===== src/sbe_pkg.sv =====
package sbe_pkg;

    typedef enum logic [2:0] {
        OP_CONST  = 3'd0,
        OP_ADD    = 3'd1,
        OP_SUB    = 3'd2,
        OP_MUL    = 3'd3,
        OP_DIV    = 3'd4,
        OP_OUT    = 3'd5,
        OP_RET    = 3'd6,
        OP_BAD    = 3'd7
    } op_t;

    typedef enum logic [2:0] {
        ST_RUNNING   = 3'd0,
        ST_DONE      = 3'd1,
        ST_DIVZERO   = 3'd2,
        ST_BADOP     = 3'd3,
        ST_OVERFLOW  = 3'd4,
        ST_UNDERFLOW = 3'd5,
        ST_IGNORED   = 3'd6
    } status_t;

    typedef struct packed {
        logic [2:0]         op;
        logic signed [31:0] immediate;
        logic               first_of_program;
        logic               last_of_program;
    } in_word_t;

    typedef struct packed {
        logic signed [31:0] print_value;
        logic               print_valid;
        logic [2:0]         status;
        logic               run_ended;
    } out_word_t;

    typedef struct packed {
        logic    load_in;
        logic    push;
        logic    rd_top;
        logic    rd_second;
        logic    cap_b;
        logic    cap_a;
        logic    prep;
        logic    pop_two;
        logic    pop_print;
        logic    mul;
        logic    mul_sat;
        logic    div_start;
        logic    div_sat;
        logic    write_res;
        logic    emit;
        logic    set_status;
        status_t status_code;
    } cmd_t;

    typedef struct packed {
        op_t  op;
        logic ignore;
        logic full;
        logic lt2;
        logic empty;
        logic b_zero;
        logic div_done;
        logic out_free;
    } stat_t;

    function automatic logic [31:0] q_mag(input logic [31:0] v);
        return v[31] ? (~v + 32'd1) : v;
    endfunction

    function automatic logic [31:0] q_sat_mag(input logic [47:0] mag, input logic neg);
        logic [31:0] r;
        if (neg) begin
            if (mag > 48'h0000_8000_0000) begin
                r = 32'h8000_0000;
            end else begin
                r = ~mag[31:0] + 32'd1;
            end
        end else begin
            if (mag > 48'h0000_7FFF_FFFF) begin
                r = 32'h7FFF_FFFF;
            end else begin
                r = mag[31:0];
            end
        end
        return r;
    endfunction

endpackage


===== src/sbe_ctrl.sv =====
module sbe_ctrl (
    input  logic           aclk,
    input  logic           aresetn,
    input  logic           s_valid,
    output logic           s_ready,
    input  sbe_pkg::stat_t stat,
    output sbe_pkg::cmd_t  cmd
);

    typedef enum logic [10:0] {
        S_IDLE     = 11'b000_0000_0001,
        S_DECODE   = 11'b000_0000_0010,
        S_READ_B   = 11'b000_0000_0100,
        S_READ_A   = 11'b000_0000_1000,
        S_OPER     = 11'b000_0001_0000,
        S_MUL      = 11'b000_0010_0000,
        S_MUL_SAT  = 11'b000_0100_0000,
        S_DIV      = 11'b000_1000_0000,
        S_DIV_WAIT = 11'b001_0000_0000,
        S_WRITE    = 11'b010_0000_0000,
        S_FINISH   = 11'b100_0000_0000
    } state_t;

    state_t state_reg;
    state_t state_next;

    always_ff @(posedge aclk) begin
        if (!aresetn) begin
            state_reg <= S_IDLE;
        end else begin
            state_reg <= state_next;
        end
    end

    always_comb begin
        cmd             = '0;
        cmd.status_code = sbe_pkg::ST_RUNNING;
        state_next      = state_reg;
        unique case (state_reg)
            S_IDLE: begin
                if (s_valid) begin
                    cmd.load_in = 1'b1;
                    state_next  = S_DECODE;
                end
            end
            S_DECODE: begin
                state_next = S_FINISH;
                if (stat.ignore) begin
                    cmd.set_status  = 1'b1;
                    cmd.status_code = sbe_pkg::ST_IGNORED;
                end else begin
                    unique case (stat.op) inside
                        sbe_pkg::OP_CONST: begin
                            if (stat.full) begin
                                cmd.set_status  = 1'b1;
                                cmd.status_code = sbe_pkg::ST_OVERFLOW;
                            end else begin
                                cmd.push = 1'b1;
                            end
                        end
                        sbe_pkg::OP_ADD, sbe_pkg::OP_SUB, sbe_pkg::OP_MUL,
                        sbe_pkg::OP_DIV: begin
                            if (stat.lt2) begin
                                cmd.set_status  = 1'b1;
                                cmd.status_code = sbe_pkg::ST_UNDERFLOW;
                            end else begin
                                cmd.rd_top = 1'b1;
                                state_next = S_READ_B;
                            end
                        end
                        sbe_pkg::OP_OUT: begin
                            if (stat.empty) begin
                                cmd.set_status  = 1'b1;
                                cmd.status_code = sbe_pkg::ST_UNDERFLOW;
                            end else begin
                                cmd.rd_top = 1'b1;
                                state_next = S_READ_B;
                            end
                        end
                        sbe_pkg::OP_RET: begin
                            cmd.set_status  = 1'b1;
                            cmd.status_code = sbe_pkg::ST_DONE;
                        end
                        default: begin
                            cmd.set_status  = 1'b1;
                            cmd.status_code = sbe_pkg::ST_BADOP;
                        end
                    endcase
                end
            end
            S_READ_B: begin
                if (stat.op == sbe_pkg::OP_OUT) begin
                    cmd.pop_print = 1'b1;
                    state_next    = S_FINISH;
                end else begin
                    cmd.cap_b     = 1'b1;
                    cmd.rd_second = 1'b1;
                    state_next    = S_READ_A;
                end
            end
            S_READ_A: begin
                cmd.cap_a  = 1'b1;
                state_next = S_OPER;
            end
            S_OPER: begin
                cmd.prep = 1'b1;
                if (stat.op == sbe_pkg::OP_DIV && stat.b_zero) begin
                    cmd.pop_two     = 1'b1;
                    cmd.set_status  = 1'b1;
                    cmd.status_code = sbe_pkg::ST_DIVZERO;
                    state_next      = S_FINISH;
                end else if (stat.op == sbe_pkg::OP_MUL) begin
                    state_next = S_MUL;
                end else if (stat.op == sbe_pkg::OP_DIV) begin
                    state_next = S_DIV;
                end else begin
                    state_next = S_WRITE;
                end
            end
            S_MUL: begin
                cmd.mul    = 1'b1;
                state_next = S_MUL_SAT;
            end
            S_MUL_SAT: begin
                cmd.mul_sat = 1'b1;
                state_next  = S_WRITE;
            end
            S_DIV: begin
                cmd.div_start = 1'b1;
                state_next    = S_DIV_WAIT;
            end
            S_DIV_WAIT: begin
                if (stat.div_done) begin
                    cmd.div_sat = 1'b1;
                    state_next  = S_WRITE;
                end
            end
            S_WRITE: begin
                cmd.write_res = 1'b1;
                state_next    = S_FINISH;
            end
            S_FINISH: begin
                if (stat.out_free) begin
                    cmd.emit   = 1'b1;
                    state_next = S_IDLE;
                end
            end
            default: begin
                state_next = S_IDLE;
            end
        endcase
    end

    assign s_ready = state_reg == S_IDLE;

endmodule


===== config.mk =====
export PLATFORM = sky130hd
export DESIGN_NAME = sbe_ctrl
export DESIGN_NICKNAME = d
export VERILOG_FILES = /design/src/sbe_pkg.sv /design/src/sbe_ctrl.sv
export SDC_FILE = /design/constraint.sdc
export NUM_CORES = 1
export LEC_CHECK = 0
export ABC_AREA = 1
export BUFFER_PORTS_ARGS = -buffer_cell sky130_fd_sc_hd__buf_2
export CAP_MARGIN = 10
export CORE_MARGIN = 2
export CORE_UTILIZATION = 30
export DETAILED_ROUTE_END_ITERATION = 16
export SYNTH_ARGS = -nofsm -noshare
export SYNTH_HDL_FRONTEND = slang
export SYNTH_SLANG_ARGS = --single-unit

===== constraint.sdc =====
create_clock -name aclk -period 1.25 [get_ports aclk]
set_input_delay 0.0625 -clock aclk [delete_from_list [all_inputs] [get_ports aclk]]
set_output_delay 0.0625 -clock aclk [all_outputs]
set_load 0.005 [all_outputs]

==> implementation parameters <==
Parameter                              Value

Power
  Peak supply drop ... 0.430 mV
  Combinational power share ... 52.4%
  Sw Share ... 39.5%
  Clk pwr share ... approximately 18%
  PwrDens ... 794 nW/µm²
  Cell internal pwr ... approximately 0.83 mW
  Share of total power in sequential cells ... 29.2%
  Overall power of the completed layout ... 1.37 mW
  Switching component of the power ... about 0.54 mW
  Static leakage ... 1.01 nW

Global routing
  Antenna violations before repair ... 0
  Wire length of the first global-routing pass ... 4.77 mm
  Largest net degree at the start of global routing ... 10
  GRT Residual Overflow ... 0
  Global-route total usage across every layer ... 17.2%
  Number of global-route vias before repair ... 1173

Synth
  Netlist Area Pre-Place ... 930 µm²
  Share of synthesized area spent on multiplexers ... 0%
  Synthesized instance count ... 157
  Nets in the synthesized netlist ... 170
  Largest area contributor in the synthesized netlist ... sky130_fd_sc_hd__dfxtp_1
  Portion of synthesized cell area occupied by the leading cell type ... 23.7%
  Combinational family with the most area after synthesis ... simple AND/OR/NAND/NOR gates
  Share of the synthesized netlist area taken by xor and xnor gates ... 0%
  Adder-cell area share of the yosys netlist ... 0%
  Average cell area after synthesis ... 5.92 µm²
  Total of warnings raised by yosys ... 0
  Biggest area contributors in the synthesized netlist ... sky130_fd_sc_hd__dfxtp_1 (24%), sky130_fd_sc_hd__nand2_1 (15%), sky130_fd_sc_hd__inv_1 (12%), sky130_fd_sc_hd__nor2_1 (9.7%), sky130_fd_sc_hd__nand3_2 (5.4%)
  Compound-gate portion of the synthesized area ... 4.98%
  Count of state elements after synthesis ... 11
  Count of different cell masters after synthesis ... 23
  Sequential cell area fraction in the yosys report ... a little under a quarter
  Area share of and/or/nand/nor cells after synthesis ... 56.0%

STA
  Max Clock Skew ... 0.000860 ns
  Final-report hold violation count ... 0
  RSZ-0062 raised after global routing ... true
  Least-Margin Pin Slew ... around 0.27 ns
  Worst path setup slack after routing ... -0.341 ns
  Headroom to the max-slew limit ... 81.8%
  Time the worst path needs with I/O delays and setup ... 1.59 ns
  Final count of pins violating max slew ... 0
  Max Clk Rate ... 0.629 GHz
  Worst Hold Slack ... around 0.11 ns
  Final period util ... 127%
  Final setup violation count ... 26

Job
  Max-cap violations ... 0

Detailed routing
  Residual DRC ... 0
  Final routed wirelength across all metal layers ... 3.00 mm
  Per-cell via count in the routed design ... roughly 4.5
  First-pass detailed-route iteration total ... 4
  Total number of vias ... 1238
  Number of design-rule violations left by the first detailed-router iteration ... 12
  Detail Route Antenna Nets ... 0
  WL/cell ... 10.9 µm

Finish
  Share of layout cells above drive strength 1 ... 60.5%
  Antenna cells ... 0
  Synthesis-to-finish area growth ... 85.1%
  Max reg flops ... 11
  # nets final ... 257
  Post-layout utilization of the core ... between 50 and 60%

Run status
  Violated checks ... negative setup slack
  Result of the run ... finished with violations

Die
  Die Span Y ... ~60 µm
  Area of the core ... 3000 µm²
  Floorplan die area ... around 3600 µm²
  DIE WIDTH ... 59.7 µm
  IO Pins ... 33
  Starting utilization of the core area ... 31.0%
  Placement Rows ... 20

Place
  Worst Setup Slack post-DPL ... -0.149 ns
  Port bufs ... 32
  Dpl hpwl ... 2.07 mm
  Weighted congestion at the end of routability-driven global placement ... about 0.81

Critical path
  Critical path data arrival time ... 1.53 ns
  Crit-path max FO ... 4
  Type of the worst setup path ... reg2out
  Type of element capturing the critical path ... output pin
  Startpoint type of the worst setup path ... flip-flop
  Worst endpoint required time ... about 1.2 ns

Clock network
  CTS Root Cell ... sky130_fd_sc_hd__clkbuf_4
  Largest buffer count on any clock path ... 2
  Total number of clock tree sinks ... 11
  TritonCTS clock tree ... done
  Total clock buffers created by CTS ... 3
  Clock transition at the register clock pins on the worst setup and hold paths after CTS ... 0.07 ns
  Clock latency on the worst-skew pair ... 0.27 ns
  Level count of the clock H-tree ... 1

Min path
  Class of the tightest hold or removal check ... in2reg
area by class of cell:
cell class,count,area (µm²)
Sequential cell,11,231
Timing Repair Buffer,83,582
Clock buffer,4,26.3
Multi-Input combinational cell,109,701
Inverter,36,139
Fill cell,291,1280
Tap cell,33,41.3
worst paths after layout:
| path | end | cells past startpoint | from | slack (ns) |
|---|---|---|---|---|
| min reg2reg | state_reg[0] | 4 | state_reg[0] | 0.63 |
| max reg2reg | state_reg[9] | 11 | state_reg[5] | -0.28 |
| min | state_reg[8] | 4 | stat[1] | 0.11 |
| max | cmd[3] | 9 | state_reg[7] | -0.34 |
per-layer routing:
metal / vias to the layer above / track usage [%] / routed length (µm)
met4: 0 / 4.13 / 44
met3: 4 / 1.30 / 90
met5: - / 0 / 0
met1: 558 / 21.6 / 1260
met2: 30 / 31.5 / 1600
li1: 646 / - / -
layout by cell type (no fill, tap or decap), drive strengths merged:
cell type and n:
clkbuf 4, buf 81, nor2 34, inv 34, nand4 1, clkinvlp 1, o211ai 1, a21boi 1
nand2 46, o21ai 3, nor3 8, nand3 12, a211oi 1, dlygate4sd3 2, dfxtp 11, clkinv 1
nor4 2
worst max-delay path: stages, from the launching register on:
cell                       delay (ns)
sky130_fd_sc_hd__dfxtp_4         0.36
sky130_fd_sc_hd__nor2_4          0.09
sky130_fd_sc_hd__buf_4           0.11
sky130_fd_sc_hd__inv_1           0.05
sky130_fd_sc_hd__nor2_2          0.14
sky130_fd_sc_hd__nand2_4         0.09
sky130_fd_sc_hd__nor2_4          0.15
sky130_fd_sc_hd__inv_2           0.05
sky130_fd_sc_hd__o211ai_1        0.08
sky130_fd_sc_hd__buf_2           0.14
through the flow:
step / area (µm²) / TNS [ns] / instances
floorplan: 930 / 0 / 157
global placement: 1310 / -0.788 / 246
detailed placement: 1310 / -0.937 / 246
CTS: 1650 / -6.42 / 276
global route: 1720 / -9.04 / 276
finish: 1720 / -6.69 / 276
Yosys cell counts:
| cell type | instances |
|---|---|
| sky130_fd_sc_hd__nor2_2 | 7 |
| sky130_fd_sc_hd__o21ai_1 | 2 |
| sky130_fd_sc_hd__nor4_1 | 1 |
| sky130_fd_sc_hd__o211ai_1 | 1 |
| sky130_fd_sc_hd__a21boi_2 | 1 |
| sky130_fd_sc_hd__nor4_2 | 1 |
| sky130_fd_sc_hd__o21ai_0 | 1 |
| sky130_fd_sc_hd__nand2_1 | 38 |
| sky130_fd_sc_hd__buf_4 | 1 |
| sky130_fd_sc_hd__nand3_2 | 5 |
| sky130_fd_sc_hd__inv_1 | 30 |
| sky130_fd_sc_hd__clkinv_1 | 2 |
| sky130_fd_sc_hd__nand2_4 | 1 |
| sky130_fd_sc_hd__nand2_2 | 7 |
| sky130_fd_sc_hd__a211oi_2 | 1 |
| sky130_fd_sc_hd__nor3_2 | 1 |
| sky130_fd_sc_hd__nand4_1 | 1 |
| sky130_fd_sc_hd__dfxtp_1 | 11 |
| sky130_fd_sc_hd__inv_2 | 4 |
| sky130_fd_sc_hd__nand3_1 | 7 |
| sky130_fd_sc_hd__nor2_4 | 3 |
| sky130_fd_sc_hd__nor2_1 | 24 |
| sky130_fd_sc_hd__nor3_1 | 7 |
power by group through the flow:
| stage | logic (mW) | clock network [mW] | registers [mW] |
|---|---|---|---|
| CTS | 0.669 | 0.255 | 0.397 |
| detailed placement | 0.537 | 0 | 0.398 |
| finish | 0.716 | 0.251 | 0.399 |
| floorplan | 0.338 | 0 | 0.397 |
| global placement | 0.541 | 0 | 0.399 |
| global route | 0.787 | 0.278 | 0.403 |
kinds of logic (layout without fill, tap and decap cells):
family                 count (synthesis)  count (layout)
and+or+nand+nor                      103             103
DFF                                   11              11
AOI/OAI and AO/OA                      6               6
buffers and inverters                 37             123
repair_timing:
action	CTS	global route
gates cloned	0	0
hold buffers	2	0
gates resized for setup	37	19
pin swaps	13	11
hold endpoints to repair	2	0
setup buffers	24	2
setup endpoints to repair	27	30
No activity file was read; power rests on OpenSTA's default activity.
